## src/sv/prmp_pkg.sv

```systemverilog
// Shared types, constants and helper functions of the ramp motion profile block.
package prmp_pkg;

  localparam int MAX_SEGMENTS = 64;
  localparam int IDX_W        = $clog2(MAX_SEGMENTS);
  localparam int CNT_W        = $clog2(MAX_SEGMENTS + 1);
  localparam int SEG_OUT_W    = 6;
  localparam int SUM_W        = 51;
  localparam int Q_W          = 49;

  localparam logic [1:0] ST_OK   = 2'd0;
  localparam logic [1:0] ST_FULL = 2'd1;
  localparam logic [1:0] ST_PAST = 2'd2;

  localparam logic CMD_ADD   = 1'b0;
  localparam logic CMD_QUERY = 1'b1;

  localparam logic [1:0] CFG_START_ANGLE = 2'd0;
  localparam logic [1:0] CFG_START_SPEED = 2'd1;
  localparam logic [1:0] CFG_SPEED_EPS   = 2'd2;

  typedef struct packed {
    logic               command;
    logic [31:0]        seg_duration;
    logic signed [31:0] seg_accel;
    logic [31:0]        query_time;
  } in_item_t;

  typedef struct packed {
    logic [1:0]           status;
    logic signed [31:0]   angle_out;
    logic signed [31:0]   speed_out;
    logic [SEG_OUT_W-1:0] segment_index;
  } out_item_t;

  typedef struct packed {
    logic [31:0]        end_time;
    logic signed [31:0] end_angle;
    logic signed [31:0] end_speed;
    logic signed [31:0] accel;
  } seg_entry_t;

  typedef enum logic [4:0] {
    S_IDLE, S_START, S_ADD_LAST, S_Q_LAST, S_CHK_C, S_CHK_P, S_WALK,
    S_F_CUR, S_F_PREV, S_E1, S_E2, S_E3, S_E4, S_E5, S_E6
  } state_t;

  typedef enum logic [4:0] {
    OP_NOP, OP_LATCH, OP_RES_FULL, OP_RES_EMPTY, OP_RES_PAST, OP_RD_LAST,
    OP_BASE_START, OP_BASE_MEM, OP_RD_CACHE, OP_RD_NEXT, OP_RD_PREV,
    OP_RD_ZERO, OP_RD_C, OP_CUR, OP_BASE_PREV, OP_MUL_A, OP_MUL_LO,
    OP_MUL_HI, OP_MUL_V, OP_SUM, OP_FINISH
  } op_t;

  typedef struct packed {
    op_t op;
  } cmd_t;

  typedef struct packed {
    logic is_add;
    logic full;
    logic empty;
    logic t_ge_rd;
    logic rd_lt_t;
    logic c_zero;
    logic c_last;
    logic out_free;
  } sts_t;

  function automatic logic signed [31:0] sat32(input logic signed [SUM_W-1:0] v);
    logic signed [31:0] r;
    if (v > SUM_W'(signed'(32'sh7FFFFFFF))) r = 32'sh7FFFFFFF;
    else if (v < SUM_W'(signed'(32'sh80000000))) r = 32'sh80000000;
    else r = v[31:0];
    return r;
  endfunction

  function automatic logic [31:0] mag32(input logic signed [31:0] s);
    logic [31:0] r;
    if (s[31]) r = 32'(-s);
    else r = s;
    return r;
  endfunction

endpackage

```

## src/sv/prmp_ctrl.sv

```systemverilog
// Controller state machine: sequences reads, the segment search and the evaluation steps.
module prmp_ctrl (
  input  logic          clk,
  input  logic          rst,
  input  logic          in_valid,
  output logic          in_stall,
  input  prmp_pkg::sts_t sts,
  output prmp_pkg::cmd_t cmd
);
  import prmp_pkg::*;

  state_t state, state_next;

  always_ff @(posedge clk) begin
    if (rst) state <= S_IDLE;
    else state <= state_next;
  end

  always_comb begin
    state_next = state;
    unique case (state)
      S_IDLE: if (in_valid) state_next = S_START;
      S_START: begin
        if (sts.is_add) begin
          if (sts.full) begin
            if (sts.out_free) state_next = S_IDLE;
          end else if (sts.empty) state_next = S_E1;
          else state_next = S_ADD_LAST;
        end else begin
          if (sts.empty) begin
            if (sts.out_free) state_next = S_IDLE;
          end else state_next = S_Q_LAST;
        end
      end
      S_ADD_LAST: state_next = S_E1;
      S_Q_LAST: begin
        if (sts.t_ge_rd) begin
          if (sts.out_free) state_next = S_IDLE;
        end else state_next = S_CHK_C;
      end
      S_CHK_C: begin
        if (sts.rd_lt_t) state_next = S_WALK;
        else if (!sts.c_zero) state_next = S_CHK_P;
        else state_next = S_F_CUR;
      end
      S_CHK_P: state_next = sts.t_ge_rd ? S_F_CUR : S_WALK;
      S_WALK: if (sts.c_last || !sts.rd_lt_t) state_next = S_F_CUR;
      S_F_CUR: state_next = sts.c_zero ? S_E1 : S_F_PREV;
      S_F_PREV: state_next = S_E1;
      S_E1: state_next = S_E2;
      S_E2: state_next = S_E3;
      S_E3: state_next = S_E4;
      S_E4: state_next = S_E5;
      S_E5: state_next = S_E6;
      S_E6: if (sts.out_free) state_next = S_IDLE;
      default: state_next = S_IDLE;
    endcase
  end

  always_comb begin
    cmd.op = OP_NOP;
    in_stall = 1'b1;
    unique case (state)
      S_IDLE: begin
        in_stall = 1'b0;
        if (in_valid) cmd.op = OP_LATCH;
      end
      S_START: begin
        if (sts.is_add) begin
          if (sts.full) begin
            if (sts.out_free) cmd.op = OP_RES_FULL;
          end else if (sts.empty) cmd.op = OP_BASE_START;
          else cmd.op = OP_RD_LAST;
        end else begin
          if (sts.empty) begin
            if (sts.out_free) cmd.op = OP_RES_EMPTY;
          end else cmd.op = OP_RD_LAST;
        end
      end
      S_ADD_LAST: cmd.op = OP_BASE_MEM;
      S_Q_LAST: begin
        if (sts.t_ge_rd) begin
          if (sts.out_free) cmd.op = OP_RES_PAST;
        end else cmd.op = OP_RD_CACHE;
      end
      S_CHK_C: begin
        if (sts.rd_lt_t) cmd.op = OP_RD_NEXT;
        else if (!sts.c_zero) cmd.op = OP_RD_PREV;
        else cmd.op = OP_RD_C;
      end
      S_CHK_P: cmd.op = sts.t_ge_rd ? OP_RD_C : OP_RD_ZERO;
      S_WALK: cmd.op = (sts.c_last || !sts.rd_lt_t) ? OP_RD_C : OP_RD_NEXT;
      S_F_CUR: cmd.op = OP_CUR;
      S_F_PREV: cmd.op = OP_BASE_PREV;
      S_E1: cmd.op = OP_MUL_A;
      S_E2: cmd.op = OP_MUL_LO;
      S_E3: cmd.op = OP_MUL_HI;
      S_E4: cmd.op = OP_MUL_V;
      S_E5: cmd.op = OP_SUM;
      S_E6: if (sts.out_free) cmd.op = OP_FINISH;
      default: cmd.op = OP_NOP;
    endcase
  end

endmodule

```

## config.mk

```make
export PLATFORM = sky130hd
export DESIGN_NAME = prmp_ctrl
export DESIGN_NICKNAME = d
export VERILOG_FILES = /design/src/sv/prmp_pkg.sv /design/src/sv/prmp_ctrl.sv
export SDC_FILE = /design/constraint.sdc
export NUM_CORES = 1
export LEC_CHECK = 0
export ABC_AREA = 1
export ABC_CLOCK_PERIOD_IN_PS = 1300
export BUFFER_PORTS_ARGS = -buffer_cell sky130_fd_sc_hd__buf_2
export CORE_AREA = 8 8 49 51
export CTS_CLUSTER_DIAMETER = 200
export DETAILED_ROUTE_END_ITERATION = 7
export DIE_AREA = 0 0 57 59
export PLACE_DENSITY = 0.74
export SYNTH_ARGS = -nofsm -noshare
export SYNTH_HDL_FRONTEND = slang
export SYNTH_SLANG_ARGS = --single-unit
export TNS_END_PERCENT = 10
```

## constraint.sdc

```tcl
create_clock -name clk -period 1.3 [get_ports clk]
set_input_delay 0.26 -clock clk [delete_from_list [all_inputs] [get_ports clk]]
set_output_delay 0.26 -clock clk [all_outputs]
set_load 0.02 [all_outputs]
```

* After elaboration in Yosys (flattened, before gate mapping)
Index checks and enable logic that the tools add are counted.
** Operators by class
- Equal/unequal tests :: 16
- Reductions and logical operators :: 5
- Mux-type cells :: 29
** Operators with widths (count)
- one-hot mux 5 bit (15 select lines) :: 1
- one-hot mux 5 bit (14 select lines) :: 1
- 2-to-1 mux 5 bit :: 12
- equality test 5 x 4 -> 1 bit, second input constant :: 7
- equality test 5 x 3 -> 1 bit, second input constant :: 4
- 2-to-1 mux 3 bit :: 5
- equality test 5 x 2 -> 1 bit, second input constant :: 2
- 2-to-1 mux 2 bit :: 5
- equality test 5 x 1 -> 1 bit, second input constant :: 1
- logical NOT 5 bit :: 1
- 2-to-1 mux 1 bit :: 4
- 2-to-1 mux 4 bit :: 1
- != test 2 bit, second input constant :: 2
- AND reduction 2 bit :: 1
- OR reduction 2 bit :: 1
- logical NOT 1 bit :: 1
- logical OR 1 bit :: 1
** Word-level totals
- Bits in registers :: 5
- Logic and storage cells :: 51

* Longest topological paths before layout
Gate-level depths: netlist of the first run.
- Word-level depth :: 4
- Gate-level depth with buffers :: 10

* Worst setup path before layout of the first run
OpenSTA, ideal clock, no wires.
- Kind :: register -> output
- From :: reg state[3]
- To :: out cmd[2] in the netlist's numbering
- Arrival :: 1171 ps
- Slack :: -131 ps
- Path buffers :: 1
- Cell stages (with the launch flop) :: 8
- Required time :: 1040 ps
- Path through :: dfxtp_1 buf_2 nand2_1 nor3_2 nand2_1 o31ai_1 nor2_1 o211ai_1
** RTL lines
- start, declared :: line prmp_ctrl.sv:12 : state_t state, state_next;
- start signal, assigned :: line prmp_ctrl.sv:16 : else state <= state_next;
- end, declared :: line prmp_ctrl.sv:8 : output prmp_pkg::cmd_t cmd

==> results of run 1 <==
## per-stage QoR
step	utilization [%]	total power [mW]	setup TNS (ps)
3_5_place_dp	66.0	0.352	-1680
6_report	80.0	0.556	-2540
4_1_cts	74.8	0.548	-2170
3_3_place_gp	66.0	0.348	-1440
2_1_floorplan	-	0.263	-155
5_1_grt	80.0	0.587	-3260
## area by class of cell
type                    count  area, µm²  share of cell area (%)
clock buffers               4       26.3                    1.99
inverters                  21       88.8                    6.72
multi-input cells         112        668                    50.6
flip-flops and latches      5        116                    8.81
well taps                  17       21.3                    1.61
repair buffers             55        400                    30.3
## logic make-up (layout without fill, tap and decap cells)
group | Yosys count | count (layout) | share of synthesized area, %
buf+inv | 22 | 80 | 11.5
flops | 5 | 5 | 13.7
simple gates | 93 | 93 | 60.0
other cells | 1 | 1 | 0.514
compound gates | 18 | 18 | 14.2
## power by group through the flow
stage / combinational (mW) / sequential (mW) / clock (mW)
final: 0.218 / 0.169 / 0.170
after global routing: 0.237 / 0.169 / 0.181
after CTS: 0.201 / 0.169 / 0.178
after detailed placement: 0.181 / 0.171 / 0
after global placement: 0.177 / 0.170 / 0
after floorplan: 0.0938 / 0.169 / 0
## critical path, cell delays in order (launching register included)
cell and delay [ps]:
dfxtp_4 370, buf_6 110, nand2_4 50, nor3_4 180, nand2_2 110, o31ai_4 70
nor2_1 90, o211ai_1 120, buf_4 180
## cell usage after synthesis
master / count
nor2_4: 3
nor3_2: 1
clkinv_1: 1
inv_1: 13
nand4_1: 4
dfxtp_1: 5
o21bai_1: 1
nor2_1: 20
o21ai_1: 2
buf_2: 1
a31oi_1: 3
nand3b_1: 2
conb_1: 1
nand2_4: 1
o21ai_0: 7
inv_2: 7
a21oi_1: 2
nor2_2: 5
o31ai_1: 1
nand3_1: 18
nand2_1: 39
o211ai_1: 2
## path summary, 6_finish.rpt
| kind | startpoint | to | slack (ps) |
|---|---|---|---|
| worst max-delay path | state[2]$_SDFFE_PP0P_ | cmd[2] | -470 |
| worst min-delay path | rst | state[2]$_SDFFE_PP0P_ | 240 |
| worst max register to register | state[0]$_SDFFE_PP0P_ | state[3]$_SDFFE_PP0P_ | -90 |
| worst min register to register | state[1]$_SDFFE_PP0P_ | state[1]$_SDFFE_PP0P_ | 800 |
## per-layer routing
metal,up-vias,global-route usage [%]
met1,524,19.2
met5,-,0
met3,10,2.58
met4,0,4.70
met2,51,28.4
li1,570,-
## repair_timing
action / 4_1_cts / 5_1_grt
setup endpoints to repair: 10 / 10
gates resized for setup: 32 / 15
hold buffers: 0 / 0
buffers inserted: 3 / 3
pin swaps: 5 / 6
==> results.txt, run 1 <==
Cell Area, Synth = 729 µm²
Yosys reg bits = 5
RSZ-0062 raised after global routing = yes
outcome = finished with violations
Reg power frac = 30.3%
fin crit share = 136%
failing checks = negative setup slack
WL met2 = 1.46 mm
Post-Syn Area per Cell = 5.25 µm²
Ys Warns = 0
initial DRC count = 62
maximum clock rate = 0.564 GHz
GPL Wtd Cong = 0.972
Worst Hold Slack = 237 ps
post-synthesis sequential area ratio = 13.7%
TritonCTS Buffers = 3
H-Tree Depth = 1
global-route wire length before repair = 4.51 mm
total wire length = 2.96 mm
initial antenna violation count = 0
clock share of power = 30.6%
Overflow after GRT = 0
hold crit path type = primary input to flop
nets = 209
Crit path required time = 1040 ps
Setup WS pre-CTS = -313 ps
Synth cell types = 22
Top Registers = state (5)
share of layout cells above drive strength 1 = 51.8%
# setup viols final = 10
Largest register FFs = 5
I/O Pins = 17
non-filler cells, final = 214
hold path cells = 2
DIE AREA = 3360 µm²
Setup Skew = 0.133 ps
most frequent cells in the layout = buf_4 (40), nand2_1 (29), nand3_1 (18)
Worst setup EP type = output pin
die width = 57 µm
Tot GR Track Use = 16.0%
largest reg by FF count = state
Slew Limit Fails = 0
root buf cell = clkbuf_4
first drt pass iteration count = 4
commonest non-fill, non-tap cell in the layout = buf_4
VDD IR-drop max = 0.465 mV
Post-Route M1 WL = 1.20 mm
CTS Buffer Depth = 2
Leak Pwr = 0.736 nW
cell count after synthesis = 139
detailed placement HPWL = 2.28 mm
top post-synthesis cells by area = nand2_1 (20%), dfxtp_1 (14%), nand3_1 (12%)
kind of critical path = flop to output pin
Post-DP Area = 1090 µm²
CTS tree = done
Site Rows = 15
Power per Cell Area = 421 nW/µm²
area grow syn2layout = 81.1%
Avg Vias per Cell = 5.40
Num Clock Sinks = 5
met3 routed WL = 209 µm
worst-path maximum fanout = 3
combinational share of power = 39.1%
Post-Syn Nets = 150
post-route cell area = 1320 µm²
Final Hold Fails = 0
DRC Markers = 0
Switching Power = 190 µW
CP Launch Type = flop
drt wl/cell = 13.8 µm
Post-DRT Antenna Nets = 0
total number of vias = 1,155
max layer used = met4
Final Critical Period = 1770 ps
largest net degree at the start of global routing = 10
clock transition at the registers of the reported paths = 40 ps
Initial Util = 44.2%
Fill cells = 124
Reg2Reg Depth = 10
arrival time worst endpoint = 1510 ps
DIE HEIGHT = 59 µm
final worst slack = -473 ps
sw frac = 34.2%
Synth area leader = nand2_1
Placeable Area = 1650 µm²
Yosys top cell area share = 20.1%
I/O Buffers = 16
n_diodes = 0
Max Cap Viol = 0
worst skew pair latency = 230 ps
placed cells = 204
vias in the first global route = 1,067
Power Internal = 366 µW
No activity file was read; power rests on OpenSTA's default activity.
==> inputs of run 2 (changes only) <==
- TNS_END_PERCENT: 10 -> 100
==> run 2 against run 1 <==
Compared with the run above:
- the flow still finishes with violations (negative setup slack)
- maximum frequency is 0.30% higher
- non-clock buffer count grew 7
- critical path depth unchanged
- final area is 4.9% higher
- clock skew up 1.0 ps
- final cell count up 3.3%
- worst setup slack gained 5.2 ps
- sequential share of layout area down 0.41 points
- critical path type unchanged
==> results.txt, run 2 (same netlist as run 1, synthesis figures left out) <==
largest net degree at the start of global routing = 9
# setup viols final = 10
worst-path maximum fanout = 5
Worst setup EP type = output pin
share of layout cells above drive strength 1 = 56.4%
fin crit share = 136%
Final Hold Fails = 0
Post-Route Utilization = 83.9%
Placeable Area = 1650 µm²
global-route wire length before repair = 5.02 mm
worst skew pair latency = 230 ps
met1 Use GR = 20.0%
DIE AREA = 3360 µm²
arrival time worst endpoint = 1510 ps
Top Registers = state (5)
GR Util met3 = 2.79%
maximum clock rate = 0.566 GHz
Initial Util = 44.2%
routing usage on met2 = 32.2%
I/O Pins = 17
initial antenna violation count = 0
Overflow after GRT = 0
H-Tree Depth = 1
CTS Buffer Depth = 2
initial DRC count = 51
die width = 57 µm
non-filler cells, final = 221
Avg Vias per Cell = 5.73
CTS tree = done
n_diodes = 0
Slew Limit Fails = 0
area grow syn2layout = 90.1%
clock transition at the registers of the reported paths = 40 ps
Crit path required time = 1040 ps
first drt pass iteration count = 4
DIE HEIGHT = 59 µm
total wire length = 3.39 mm
drt wl/cell = 15.3 µm
Site Rows = 15
vias in the first global route = 1,151
TritonCTS Buffers = 3
outcome = finished with violations
Max Cap Viol = 0
GPL Wtd Cong = 0.972
Post-DRT Antenna Nets = 0
placed cells = 209
commonest non-fill, non-tap cell in the layout = buf_4
I/O Buffers = 16
VDD IR-drop max = 0.513 mV
DRC Markers = 0
Largest register FFs = 5
final worst slack = -468 ps
hold crit path type = primary input to flop
Tot GR Track Use = 18.1%
CP Launch Type = flop
failing checks = negative setup slack
kind of critical path = flop to output pin
Power per Cell Area = 409 nW/µm²
RSZ-0062 raised after global routing = yes
nets = 216
Leak Pwr = 0.785 nW
Num Clock Sinks = 5
detailed placement HPWL = 2.34 mm
Setup Skew = 1.15 ps
total number of vias = 1,267
most frequent cells in the layout = buf_4 (48), nand2_1 (30), nand3_1 (15)
gr busiest metal = met2
Final Critical Period = 1770 ps
largest reg by FF count = state
root buf cell = clkbuf_4
==> run 2: changes by cell type in the layout (fill, tap and decap cells not counted), sizes merged <==
cell / delta
buf: +7
==> run 2: final timing paths <==
path	startpoint	to	slack, ps	cells after the start
setup reg to reg	state[2]$_SDFFE_PP0P_	state[0]$_SDFFE_PP0P_	-190	9
hold reg to reg	state[3]$_SDFFE_PP0P_	state[3]$_SDFFE_PP0P_	790	4
hold / removal	rst	state[2]$_SDFFE_PP0P_	210	2
setup / recovery	state[0]$_SDFFE_PP0P_	cmd[2]	-470	8
==> run 2: stage by stage <==
step | setup TNS, ps | area [µm²] | power, mW | hold WS [ps] | setup WS (ps)
detailed placement | -1740 | 1140 | 0.359 | 458 | -278
global placement | -1580 | 1140 | 0.355 | 456 | -286
global route | -3410 | 1390 | 0.600 | 228 | -522
floorplan | -77.3 | 761 | 0.265 | 322 | -77.3
CTS | -2270 | 1270 | 0.550 | 200 | -399
finish | -2770 | 1390 | 0.567 | 215 | -468
==> run 2: critical path, stage by stage, from the launching register on <==
cell and delay (ps):
dfxtp_4 370, inv_6 80, nand2_4 80, nor3_4 220
nand2_2 100, o31ai_2 70, nor2_1 70, o211ai_1 100
buf_4 170
==> run 2: power by group <==
| part | switching, mW | total, mW | internal, mW | leakage [nW] |
|---|---|---|---|---|
| Sequential | 0.0134 | 0.168 | 0.154 | 0.0440 |
| Combinational | 0.132 | 0.229 | 0.0975 | 0.726 |
| Clock | 0.0545 | 0.170 | 0.115 | 0.0150 |
==> run 2: area by class of cell <==
class                   instances  area, µm²
repair buffers                 62        455
inverters                      21       91.3
fillers                       106        265
well taps                      17       21.3
flip-flops and latches          5        116
clock buffers                   4       26.3
multi-input cells             112        676
==> run 2: repair_timing <==
item | in CTS | in global routing
pin swaps | 7 | 4
endpoints found under the setup margin | 10 | 10
gates resized for setup | 29 | 23
cloned | 0 | 0
setup buffers | 3 | 5
hold buffers | 0 | 0
==> run 2: metal layers <==
metal,up-vias,wire length (µm)
met5,-,0
met4,0,150
met3,16,378
met2,89,1690
met1,577,1170
li1,585,-
